### src/rtl/core/varint_length_prefix_deframer_unit_macros.svh
// Assertion macros for the varint length-prefix deframer.
// Included by the RTL files that carry concurrent checks; depends on nothing.
`ifndef VARINT_LENGTH_PREFIX_DEFRAMER_UNIT_MACROS_SVH
`define VARINT_LENGTH_PREFIX_DEFRAMER_UNIT_MACROS_SVH
`ifndef SYNTHESIS
// Property holds at every clock edge outside reset.
`define VLPD_ASSERT(lbl, clk, rst_n, prop, msg) \
	lbl: assert property (@(posedge clk) disable iff (!rst_n) (prop)) else $error(msg);
// Condition never holds at a clock edge outside reset.
`define VLPD_NEVER(lbl, clk, rst_n, cond, msg) \
	lbl: assert property (@(posedge clk) disable iff (!rst_n) !(cond)) else $error(msg);
`else
`define VLPD_ASSERT(lbl, clk, rst_n, prop, msg)
`define VLPD_NEVER(lbl, clk, rst_n, cond, msg)
`endif
`endif

### src/rtl/core/vlpd_pkg.sv
// Shared types and constants of the varint length-prefix deframer.
// Used by every module of the block; depends on nothing.
`default_nettype none
package vlpd_pkg;

	localparam int unsigned GROUP_W    = 7;
	localparam int unsigned CONT_BIT   = 7;
	localparam logic [2:0]  LAST_GROUP = 3'd4;
	localparam int unsigned TDATA_W    = 48;
	localparam int unsigned TUSER_W    = 2;

	typedef enum logic [1:0] {
		PH_LENGTH  = 2'd0,
		PH_ID      = 2'd1,
		PH_PAYLOAD = 2'd2,
		PH_CLOSED  = 2'd3
	} phase_t;

	typedef enum logic [1:0] {
		KIND_PAYLOAD = 2'd0,
		KIND_EMPTY   = 2'd1,
		KIND_ERROR   = 2'd2
	} kind_t;

	typedef enum logic [2:0] {
		ERR_NONE      = 3'd0,
		ERR_ZERO_LEN  = 3'd1,
		ERR_LEN_LONG  = 3'd2,
		ERR_ID_LONG   = 3'd3,
		ERR_ID_TRUNC  = 3'd4
	} err_t;

	typedef struct packed {
		kind_t              kind;
		err_t               err_code;
		logic signed [31:0] packet_id;
		logic [7:0]         payload_byte;
		logic               frame_end;
	} rec_t;

	// Place a 7-bit varint group at its bit position; upper bits of group 4 fall off.
	function automatic logic [31:0] vlpd_group(input logic [6:0] g, input logic [2:0] idx);
		logic [31:0] r;
		case (idx)
			3'd0: r = {25'd0, g};
			3'd1: r = {18'd0, g, 7'd0};
			3'd2: r = {11'd0, g, 14'd0};
			3'd3: r = {4'd0, g, 21'd0};
			3'd4: r = {g[3:0], 28'd0};
			default: r = 32'd0;
		endcase
		return r;
	endfunction

endpackage
`default_nettype wire

### src/rtl/core/varint_length_prefix_deframer_unit.sv
// A result enters the queue when its byte is taken, then the output register drives m_axis.
// Throughput: one byte per clock while the queue has room (one varint or payload step each).
// Back-pressure is absorbed by a QUEUE_DEPTH-entry queue plus the output register.
// Reset: arst_n clears the parser to the length phase, empties the queue, drops m_axis_tvalid.
// After a protocol error the block keeps taking bytes and drops them until reset.
// Top level of the varint length-prefix deframer; depends on vlpd_pkg and the vlpd_* modules.
`default_nettype none
module varint_length_prefix_deframer_unit #(
	parameter int unsigned QUEUE_DEPTH = 4
) (
	input  wire logic                           clk,
	input  wire logic                           arst_n,
	// slave stream: tdata[7:0] = data_byte
	input  wire logic                           s_axis_tvalid,
	output logic                                s_axis_tready,
	input  wire logic [7:0]                     s_axis_tdata,
	// master stream: tdata[2:0] = err_code, [34:3] = packet_id,
	// [42:35] = payload_byte, [47:43] = zero fill
	output logic                                m_axis_tvalid,
	input  wire logic                           m_axis_tready,
	output logic [vlpd_pkg::TDATA_W-1:0]        m_axis_tdata,
	// tuser[1:0] = kind
	output logic [vlpd_pkg::TUSER_W-1:0]        m_axis_tuser,
	// tlast = frame_end
	output logic                                m_axis_tlast
);
	import vlpd_pkg::*;

	logic push, pop, q_not_full, q_not_empty;
	rec_t push_rec, head;

	// Front: take one byte per beat while the queue has room, classify it, push any result.
	vlpd_front u_front (
		.clk      (clk),
		.arst_n   (arst_n),
		.in_valid (s_axis_tvalid),
		.in_data  (s_axis_tdata),
		.space    (q_not_full),
		.in_ready (s_axis_tready),
		.push     (push),
		.push_rec (push_rec)
	);

	// Queue: decouple parsing from output back-pressure.
	vlpd_queue #(
		.DEPTH (QUEUE_DEPTH)
	) u_queue (
		.clk       (clk),
		.arst_n    (arst_n),
		.push      (push),
		.push_rec  (push_rec),
		.pop       (pop),
		.not_full  (q_not_full),
		.not_empty (q_not_empty),
		.head      (head)
	);

	// Back: hold each result in the output register until the master side takes it.
	vlpd_back u_back (
		.clk           (clk),
		.arst_n        (arst_n),
		.head_valid    (q_not_empty),
		.head          (head),
		.pop           (pop),
		.m_axis_tvalid (m_axis_tvalid),
		.m_axis_tready (m_axis_tready),
		.m_axis_tdata  (m_axis_tdata),
		.m_axis_tuser  (m_axis_tuser),
		.m_axis_tlast  (m_axis_tlast)
	);

endmodule
`default_nettype wire

### src/rtl/core/vlpd_front.sv
// Front parser: decodes length and id varints, classifies each byte, pushes results.
// Depends on vlpd_pkg and the assertion macro header.
`default_nettype none
`include "varint_length_prefix_deframer_unit_macros.svh"
module vlpd_front (
	input  wire logic          clk,
	input  wire logic          arst_n,
	input  wire logic          in_valid,
	input  wire logic [7:0]    in_data,
	input  wire logic          space,
	output logic               in_ready,
	output logic               push,
	output vlpd_pkg::rec_t     push_rec
);
	import vlpd_pkg::*;

	phase_t      phase_q, phase_d;
	logic [31:0] len_q, rem_q, id_q;
	logic [2:0]  len_cnt_q, id_cnt_q;

	logic        accept, cont, len_last, id_last, rem_zero, len_is_zero;
	logic [31:0] len_new, id_new, rem_dec;

	assign in_ready    = space;
	assign accept      = in_valid && space;
	assign cont        = in_data[CONT_BIT];
	assign len_new     = len_q | vlpd_group(in_data[GROUP_W-1:0], len_cnt_q);
	assign id_new      = id_q | vlpd_group(in_data[GROUP_W-1:0], id_cnt_q);
	assign rem_dec     = rem_q - 32'd1;
	assign rem_zero    = (rem_dec == 32'd0);
	assign len_is_zero = (len_new == 32'd0);
	assign len_last    = (len_cnt_q == LAST_GROUP);
	assign id_last     = (id_cnt_q == LAST_GROUP);

	// next phase
	always_comb begin
		phase_d = phase_q;
		if (accept) begin
			case (phase_q)
				PH_LENGTH: begin
					if (!cont) phase_d = len_is_zero ? PH_CLOSED : PH_ID;
					else if (len_last) phase_d = PH_CLOSED;
				end
				PH_ID: begin
					if (!cont) phase_d = rem_zero ? PH_LENGTH : PH_PAYLOAD;
					else if (id_last || rem_zero) phase_d = PH_CLOSED;
				end
				PH_PAYLOAD: begin
					if (rem_zero) phase_d = PH_LENGTH;
				end
				default: phase_d = PH_CLOSED;
			endcase
		end
	end

	// result for the byte taken this cycle
	always_comb begin
		push     = 1'b0;
		push_rec = '{kind: KIND_ERROR, err_code: ERR_NONE, packet_id: 32'sd0,
			payload_byte: 8'd0, frame_end: 1'b1};
		if (accept) begin
			case (phase_q)
				PH_LENGTH: begin
					if (!cont && len_is_zero) begin
						push              = 1'b1;
						push_rec.err_code = ERR_ZERO_LEN;
					end else if (cont && len_last) begin
						push              = 1'b1;
						push_rec.err_code = ERR_LEN_LONG;
					end
				end
				PH_ID: begin
					if (!cont) begin
						if (rem_zero) begin
							push               = 1'b1;
							push_rec.kind      = KIND_EMPTY;
							push_rec.packet_id = id_new;
						end
					end else if (id_last) begin
						push              = 1'b1;
						push_rec.err_code = ERR_ID_LONG;
					end else if (rem_zero) begin
						push              = 1'b1;
						push_rec.err_code = ERR_ID_TRUNC;
					end
				end
				PH_PAYLOAD: begin
					push                  = 1'b1;
					push_rec.kind         = KIND_PAYLOAD;
					push_rec.packet_id    = id_q;
					push_rec.payload_byte = in_data;
					push_rec.frame_end    = rem_zero;
				end
				default: push = 1'b0;
			endcase
		end
	end

	always_ff @(posedge clk or negedge arst_n) begin
		if (!arst_n) begin
			phase_q   <= PH_LENGTH;
			len_q     <= 32'd0;
			len_cnt_q <= 3'd0;
			rem_q     <= 32'd0;
			id_q      <= 32'd0;
			id_cnt_q  <= 3'd0;
		end else begin
			phase_q <= phase_d;
			if (accept) begin
				case (phase_q)
					PH_LENGTH: begin
						if (cont) begin
							len_q     <= len_new;
							len_cnt_q <= len_cnt_q + 3'd1;
						end else begin
							len_q     <= 32'd0;
							len_cnt_q <= 3'd0;
							rem_q     <= len_new;
							id_q      <= 32'd0;
							id_cnt_q  <= 3'd0;
						end
					end
					PH_ID: begin
						rem_q <= rem_dec;
						id_q  <= id_new;
						if (cont) id_cnt_q <= id_cnt_q + 3'd1;
					end
					PH_PAYLOAD: rem_q <= rem_dec;
					default: rem_q <= rem_q;
				endcase
			end
		end
	end

	`VLPD_ASSERT(a_closed_sticks, clk, arst_n, (phase_q == PH_CLOSED) |=> (phase_q == PH_CLOSED), "closed phase left before reset")
	`VLPD_ASSERT(a_error_closes, clk, arst_n, (push && push_rec.kind == KIND_ERROR) |=> (phase_q == PH_CLOSED), "error result without closing")
	`VLPD_NEVER(a_no_push_closed, clk, arst_n, (phase_q == PH_CLOSED) && push, "result pushed while closed")

endmodule
`default_nettype wire

### src/rtl/core/vlpd_queue.sv
// Short result queue between the front parser and the output stage.
// Depends on vlpd_pkg and the assertion macro header.
`default_nettype none
`include "varint_length_prefix_deframer_unit_macros.svh"
module vlpd_queue #(
	parameter int unsigned DEPTH = 4
) (
	input  wire logic           clk,
	input  wire logic           arst_n,
	input  wire logic           push,
	input  wire vlpd_pkg::rec_t push_rec,
	input  wire logic           pop,
	output logic                not_full,
	output logic                not_empty,
	output vlpd_pkg::rec_t      head
);
	import vlpd_pkg::*;

	localparam int unsigned PTR_W = (DEPTH > 1) ? $clog2(DEPTH) : 1;
	localparam int unsigned CNT_W = $clog2(DEPTH + 1);
	localparam logic [PTR_W-1:0] LAST_PTR = PTR_W'(DEPTH - 1);

	rec_t             entry_q [DEPTH];
	logic [PTR_W-1:0] wr_ptr_q, rd_ptr_q;
	logic [CNT_W-1:0] count_q;
	logic             do_push, do_pop;

	assign not_full  = (count_q != CNT_W'(DEPTH));
	assign not_empty = (count_q != '0);
	assign do_push   = push && not_full;
	assign do_pop    = pop && not_empty;
	assign head      = entry_q[rd_ptr_q];

	always_ff @(posedge clk) begin
		if (do_push) entry_q[wr_ptr_q] <= push_rec;
	end

	always_ff @(posedge clk or negedge arst_n) begin
		if (!arst_n) begin
			wr_ptr_q <= '0;
			rd_ptr_q <= '0;
			count_q  <= '0;
		end else begin
			if (do_push) wr_ptr_q <= (wr_ptr_q == LAST_PTR) ? '0 : wr_ptr_q + PTR_W'(1);
			if (do_pop)  rd_ptr_q <= (rd_ptr_q == LAST_PTR) ? '0 : rd_ptr_q + PTR_W'(1);
			case ({do_push, do_pop})
				2'b10:   count_q <= count_q + CNT_W'(1);
				2'b01:   count_q <= count_q - CNT_W'(1);
				default: count_q <= count_q;
			endcase
		end
	end

	`VLPD_ASSERT(a_count_bound, clk, arst_n, count_q <= CNT_W'(DEPTH), "queue count above depth")
	`VLPD_NEVER(a_push_full, clk, arst_n, push && !not_full, "push into full queue")
	`VLPD_NEVER(a_pop_empty, clk, arst_n, pop && !not_empty, "pop from empty queue")

endmodule
`default_nettype wire

### src/rtl/core/vlpd_back.sv
// Output stage: takes results from the queue into a register and drives the master stream.
// Depends on vlpd_pkg.
`default_nettype none
module vlpd_back (
	input  wire logic                           clk,
	input  wire logic                           arst_n,
	input  wire logic                           head_valid,
	input  wire vlpd_pkg::rec_t                 head,
	output logic                                pop,
	output logic                                m_axis_tvalid,
	input  wire logic                           m_axis_tready,
	output logic [vlpd_pkg::TDATA_W-1:0]        m_axis_tdata,
	output logic [vlpd_pkg::TUSER_W-1:0]        m_axis_tuser,
	output logic                                m_axis_tlast
);
	import vlpd_pkg::*;

	logic valid_q;
	rec_t rec_q;

	// refill whenever the register is empty or its beat is taken now
	assign pop = head_valid && (!valid_q || m_axis_tready);

	always_ff @(posedge clk or negedge arst_n) begin
		if (!arst_n) valid_q <= 1'b0;
		else if (!valid_q || m_axis_tready) valid_q <= head_valid;
	end

	always_ff @(posedge clk) begin
		if (pop) rec_q <= head;
	end

	assign m_axis_tvalid = valid_q;
	assign m_axis_tdata  = {5'd0, rec_q.payload_byte, rec_q.packet_id, rec_q.err_code};
	assign m_axis_tuser  = rec_q.kind;
	assign m_axis_tlast  = rec_q.frame_end;

endmodule
`default_nettype wire

### config.mk
export PLATFORM = sky130hd
export DESIGN_NAME = varint_length_prefix_deframer_unit
export DESIGN_NICKNAME = d
export VERILOG_FILES = /design/src/rtl/core/vlpd_pkg.sv /design/src/rtl/core/varint_length_prefix_deframer_unit.sv /design/src/rtl/core/vlpd_front.sv /design/src/rtl/core/vlpd_queue.sv /design/src/rtl/core/vlpd_back.sv
export VERILOG_INCLUDE_DIRS = /design/src /design/src/rtl/core
export SDC_FILE = /design/constraint.sdc
export NUM_CORES = 1
export LEC_CHECK = 0
export ABC_AREA = 1
export BUFFER_PORTS_ARGS = -buffer_cell sky130_fd_sc_hd__buf_2
export CORE_UTILIZATION = 35
export CTS_CLUSTER_SIZE = 12
export DETAILED_ROUTE_END_ITERATION = 8
export HOLD_SLACK_MARGIN = 0.12
export PLACE_DENSITY = 0.55
export SLEW_MARGIN = 0
export SYNTH_ARGS = -nofsm -noshare
export SYNTH_HDL_FRONTEND = slang
export SYNTH_SLANG_ARGS = --single-unit
export TNS_END_PERCENT = 1
### constraint.sdc
create_clock -name clk -period 14.4 [get_ports clk]
set_clock_uncertainty 0.15 [all_clocks]
set_input_delay 0.72 -clock clk [delete_from_list [all_inputs] [get_ports clk]]
set_output_delay 0.72 -clock clk [all_outputs]
set_load 0.005 [all_outputs]
==> results.json, run 1 <==
{
  "tightestPinTransition_ns": 1.15,
  "initial_core_util_pct": 35.7,
  "synth_cell_types": 40,
  "rrSetupSlack_ns": 10.56,
  "firstDrtPassIters": 5,
  "critPathKind": "reg2reg",
  "areaGrowthSynthToFinish_pct": 13.1,
  "htree_num_levels": 2,
  "drc": 0,
  "cpPeakStageDelay_ns": 0.60,
  "num_antenna_cells": 0,
  "worstPathArrival_ns": 4.11,
  "first_iter_violations": 890,
  "clock.fmax_mhz": 261,
  "die_h_um": 215,
  "drive_gt1_share_pct": 13.2,
  "root_buffer": "clkbuf_16",
  "clk_latency_ns": 0.55,
  "crit_family": "simple AND/OR/NAND/NOR gates",
  "gr-usage-all-layers_pct": 18.0,
  "netlist.area_leader.share_pct": 43.5,
  "holdWs_ns": 0.324,
  "grt_pass1_vias": 11229,
  "min_period_ns": 3.84,
  "postSynthCellCount": 1619,
  "hold_violations": 0,
  "required_ns": 14.68,
  "maxCapViolations": 0,
  "total_power_w": 0.00375,
  "worstHoldStart": "u_queue.count_q[0]",
  "setup_tns_ns": 0,
  "maxSlewViolCount": 0,
  "min_period_over_period_pct": 26.6,
  "setup_violations": 0,
  "cts_tree": "yes",
  "portBuffers": 59,
  "setup_slack_ns": 10.56,
  "synth_edf_count": 230,
  "reg2reg_depth": 20,
  "wl_per_cell_um": 18.1,
  "power_leakage_nw": 6.71,
  "powerDensity_nw_per_um2": 209,
  "yosysMostFrequentCell": "nand2_1",
  "yosys.area.top_type": "edfxtp_1",
  "min_to": "u_queue.count_q[0]",
  "via_per_inst": 5.04,
  "cts-buffers-inserted": 38,
  "synth_top_cells_by_count": "nand2_1, edfxtp_1, nor2_1, o21ai_0, inv_1",
  "crit-reg2reg-launch": "u_front.len_cnt_q[0]",
  "routed_wl_um": 41300,
  "vias": 11513,
  "overflow": 0,
  "slowest_stage": "o21ai_0",
  "die_x_um": 215,
  "startpoint_type": "flip-flop",
  "synthArstFlopShare_pct": 32.7,
  "synth_flop_cell": "edfxtp_1",
  "io-pin-count": 65,
  "end_kind": "flip-flop",
  "ys_seq_elements": 342,
  "die-area_um2": 46200,
  "hold_class": "reg2reg",
  "nets": 1697,
  "ant_nets": 0,
  "core_um2": 44500,
  "yosys_warnings": 0,
  "clock_path_buffers": 3,
  "status": "finished clean",
  "cts.clk_slew.worst_paths_ns": 0.06,
  "netlist_area_um2": 15900,
  "worst-path-buf-inv": 4,
  "grt_max_degree": 96,
  "antenna_found_initial": 0,
  "synth.area.top_cells": "edfxtp_1, dfrtp_1, o21ai_0, nand2_1, nor2_1",
  "n_fill_cell": 4341,
  "vdd_drop_max_mv": 0.152,
  "cts_resized": 0,
  "dp_hpwl_um": 26100,
  "gp_congestion": 0.898,
  "syn_avg_cell_area_um2": 9.81,
  "critPathMaxFanout": 7,
  "yosysSeqAreaShare_pct": 61.2,
  "rsz0062_at_grt": "false",
  "hold_depth": 1,
  "r2r-end": "u_queue.count_q[2]",
  "cp_cell_sequence": "inv_1 -> ha_1 -> nand2_1 -> o21ai_0 -> inv_1 -> nand4_1 -> nor2_1 -> nand2_1 -> nor2_1 -> nand3_1 -> nand2_1 -> inv_1 -> nand2_1 -> nand2_2 -> ha_1 -> inv_1 -> fa_1 -> a21oi_1 -> o21ai_0 -> xor2_1",
  "rows": 77,
  "dp_slack_ns": 10.33,
  "cts_sinks": 342,
  "slew-limit-headroom_pct": 23.5,
  "grt_pass1_wl_um": 64800
}
## area by class of cell
cell class,count,area [um^2],area share (%)
clock buffer,55,1070,5.94
clock inverter,14,115,0.641
inverter,169,636,3.54
multi-input combinational,1035,5250,29.3
sequential,342,9710,54.1
tap,592,741,4.13
timing repair buffer,76,428,2.38
## stage by stage
stage | instance area [um^2] | instances | util [%]
after global routing | 17900 | 2283 | 40.3
after global placement | 16800 | 2213 | 37.6
after detailed placement | 16800 | 2213 | 37.6
after CTS | 17900 | 2283 | 40.3
after floorplan | 15900 | 1623 | -
final | 17900 | 2283 | 40.3
## worst max-delay path by stage
stage          depth (start not counted)  slack (ns)                  to            startpoint
2_1_floorplan                          8        9.56  u_queue.count_q[2]         m_axis_tready
3_3_place_gp                          19       10.28  u_queue.count_q[2]       s_axis_tdata[1]
3_5_place_dp                          19       10.33  u_queue.count_q[2]       s_axis_tdata[1]
4_1_cts                               20       10.54  u_queue.count_q[2]  u_front.len_cnt_q[0]
5_1_grt                               20       10.22  u_queue.count_q[2]  u_front.len_cnt_q[0]
6_report                              20       10.56  u_queue.count_q[2]  u_front.len_cnt_q[0]
## sequential cells by signal, summed over array words and instances (netlist names)
register              cells
u_front.phase_q           2
u_back.m_axis_tlast       1
u_front.id_cnt_q          3
u_queue.rd_ptr_q          2
u_queue.entry_q         184
u_front.len_q            32
u_front.id_q             32
u_front.rem_q            32
u_back.m_axis_tuser       2
u_back.m_axis_tdata      43
u_queue.count_q           3
u_queue.wr_ptr_q          2
u_back.m_axis_tvalid      1
u_front.len_cnt_q         3
## cells in the final DEF, fill, tap and decap left out, drive strengths merged
| cell type | count |
|---|---|
| or2 | 1 |
| o21ai | 201 |
| ha | 22 |
| a21oi | 119 |
| nand3b | 4 |
| nand2 | 287 |
| dfrtp | 112 |
| edfxtp | 230 |
| conb | 5 |
| fa | 1 |
| dlygate4sd3 | 1 |
| a22oi | 1 |
| o211ai | 6 |
| nor3 | 4 |
| o32ai | 1 |
| nand3 | 78 |
| xor2 | 6 |
| inv | 166 |
| nor2 | 214 |
| and2 | 1 |
| o22ai | 53 |
| nand4 | 14 |
| clkinv | 16 |
| o21bai | 13 |
| xnor2 | 1 |
| clkbuf | 55 |
| bufinv | 1 |
| buf | 75 |
| a31oi | 3 |
## report_power, final
group | internal (W) | leakage (nW) | switching [W]
clock network | 0.000535 | 0.577 | 0.000392
registers | 0.00133 | 3.55 | 0.000111
logic | 0.000389 | 2.58 | 0.000997
total | 0.00225 | 6.71 | 0.00150
## cells by family (layout without fill, tap and decap cells)
group | after synthesis | after routing | share of synthesized area [%]
AO/OA/AOI/OAI | 397 | 397 | 14.0
XOR/XNOR | 7 | 7 | 0.481
adder cells (fa/ha/maj) | 23 | 23 | 1.86
buffers and inverters | 246 | 314 | 6.16
flip-flops | 342 | 342 | 61.2
other | 1 | 5 | 0.0236
AND/OR/NAND/NOR | 603 | 603 | 16.3
## what timing repair did
item	CTS	global route
buffers inserted	0	0
hold endpoints to repair	39	0
hold buffers	1	0
## per-layer routing
layer  vias to the layer above  wire length [um]  track usage (%)
met1                      5591             18800             24.8
met2                       280             19500             29.7
met3                        65              1980             2.34
met5                         -                 0                0
met4                         0              1010             5.51
li1                       5577                 -                -
(Power assumes the default switching activity.)
==> inputs of run 2 (changes only) <==
==> constraint.sdc (replaced) <==
create_clock -name clk -period 3.75 [get_ports clk]
set_clock_uncertainty 0.15 [all_clocks]
set_input_delay 0.1875 -clock clk [delete_from_list [all_inputs] [get_ports clk]]
set_output_delay 0.1875 -clock clk [all_outputs]
set_load 0.005 [all_outputs]
==> run 2 against run 1 <==
  * Core utilization up 0.69 points
  * Flip-flop and latch count unchanged
  * Combinational power rose to 3.9 times the previous value
  * Sequential share of layout area is 0.91 points lower
  * Cell count rose by 1.1%
  * Critical path depth is 1 lower
  * Largest cell class unchanged
  * Largest power group unchanged
==> results.json, run 2 (same netlist as run 1, synthesis figures left out) <==
{
  "regMostFlops": "u_queue.entry_q",
  "cp_cell_sequence": "inv_2 -> ha_1 -> nand2_2 -> nor2_4 -> nand3_1 -> nand2_1 -> nand2_1 -> inv_1 -> nand2_1 -> nor2_1 -> nand3_1 -> nor2_1 -> nand3_1 -> nand2_2 -> nand2_4 -> ha_1 -> inv_1 -> fa_1 -> o21ai_0",
  "power_leakage_nw": 6.85,
  "cts_sinks": 342,
  "first_iter_violations": 970,
  "firstDrtPassIters": 5,
  "min_period_over_period_pct": 92.2,
  "clock.fmax_mhz": 289,
  "critPathMaxFanout": 8,
  "vias": 11547,
  "routed_wl_um": 40300,
  "antenna_found_initial": 1,
  "core_um2": 44500,
  "reg2reg_depth": 19,
  "areaGrowthSynthToFinish_pct": 15.0,
  "slowest_stage": "fa_1",
  "gp_congestion": 0.896,
  "end_kind": "flip-flop",
  "powerDensity_nw_per_um2": 796,
  "r2r-end": "u_queue.count_q[1]",
  "fin_util_pct": 41.0,
  "setup_tns_ns": 0,
  "grt_pass1_wl_um": 64000,
  "setup_violations": 0,
  "min_period_ns": 3.46,
  "nets": 1719,
  "largest_register_ffs": 184,
  "cpPeakStageDelay_ns": 0.41,
  "cts_tree": "yes",
  "dp_hpwl_um": 25600,
  "rows": 77,
  "maxSlewViolCount": 0,
  "grt_max_degree": 95,
  "num_antenna_cells": 0,
  "status": "finished clean",
  "final_cell_area_um2": 18300,
  "gr-usage-all-layers_pct": 17.7,
  "wl_per_cell_um": 17.5,
  "die_x_um": 215,
  "htree_num_levels": 2,
  "clk_latency_ns": 0.57,
  "maxCapViolations": 0,
  "place_area_um2": 16900,
  "clock_path_buffers": 3,
  "rrSetupSlack_ns": 0.29,
  "root_buffer": "clkbuf_16",
  "initial_core_util_pct": 35.7,
  "final_common_cell": "nand2_1",
  "rsz0062_at_grt": "false",
  "crit-reg2reg-launch": "u_front.rem_q[0]",
  "hold_class": "in2async",
  "portBuffers": 59,
  "vdd_drop_max_mv": 0.463,
  "multi_input_area_um2": 5280,
  "die_h_um": 215,
  "via_per_inst": 5.01,
  "cts.clk_slew.worst_paths_ns": 0.06,
  "final_cell_mix": "nand2_1, edfxtp_1, o21ai_0",
  "slew-limit-headroom_pct": 35.4,
  "critPathKind": "reg2reg",
  "n_fill_cell": 4374,
  "required_ns": 4.09,
  "io-pin-count": 65,
  "worst-path-buf-inv": 3,
  "crit_family": "simple AND/OR/NAND/NOR gates",
  "drive_gt1_share_pct": 14.3,
  "overflow": 0,
  "worstPathArrival_ns": 3.80,
  "grt_pass1_vias": 10951,
  "tightestPinTransition_ns": 0.969,
  "ant_nets": 0,
  "drc": 0,
  "cts-buffers-inserted": 39,
  "startpoint_type": "flip-flop",
  "die-area_um2": 46200,
  "hold_violations": 0,
  "seqCellArea_um2": 9710
}
run 2: where the power goes:
part	internal, W	total (W)	leakage (nW)	switching (W)
logic	0.00157	0.00539	2.71	0.00382
clock network	0.00207	0.00362	0.593	0.00155
registers	0.00511	0.00553	3.55	0.000424
total	0.00875	0.0145	6.85	0.00579
run 2: how the worst max path moves through the flow:
stage | cells past startpoint | to | slack, ns | from
global route | 19 | u_queue.count_q[1] | 0.03 | u_front.rem_q[0]
floorplan | 14 | u_queue.entry_q[0][0] | -0.71 | u_front.rem_q[0]
global placement | 20 | u_queue.count_q[2] | 0.20 | u_front.rem_q[0]
finish | 19 | u_queue.count_q[1] | 0.29 | u_front.rem_q[0]
CTS | 19 | u_queue.count_q[1] | 0.10 | u_front.rem_q[0]
detailed placement | 19 | u_queue.count_q[1] | 0.12 | u_front.rem_q[0]
run 2: what timing repair did:
item / in CTS / in global routing
setup endpoints to repair: 0 / 186
gates resized for setup: 0 / 10
hold endpoints to repair: 110 / 0
hold buffers: 8 / 0
buffers inserted: 0 / 1
run 2: metal layers:
| layer | vias up | track usage [%] | share of wire, % |
|---|---|---|---|
| li1 | 5631 | - | - |
| met1 | 5642 | 24.3 | 46 |
| met2 | 221 | 29.2 | 48 |
| met3 | 51 | 2.36 | 4.2 |
| met4 | 2 | 5.13 | 1.9 |
| met5 | - | 0 | 0.025 |
run 2: area by class of cell:
class	count	area share, %
Multi-Input combinational cell	1035	28.9
Tap cell	592	4.06
Clock inverter	15	0.747
Clock buffer	57	5.88
Timing Repair Buffer	97	3.72
Inverter	169	3.48
Sequential cell	342	53.2
run 2: metrics by stage:
stage                     setup slack, ns  total power, W  instances  hold slack [ns]
after floorplan                    -0.706         0.00911       1623           -0.258
after global placement              0.198          0.0109       2226            0.256
after detailed placement            0.117          0.0110       2226            0.258
after CTS                           0.101          0.0147       2306            0.121
after global routing               0.0306          0.0156       2307            0.148
final                               0.291          0.0145       2307            0.123
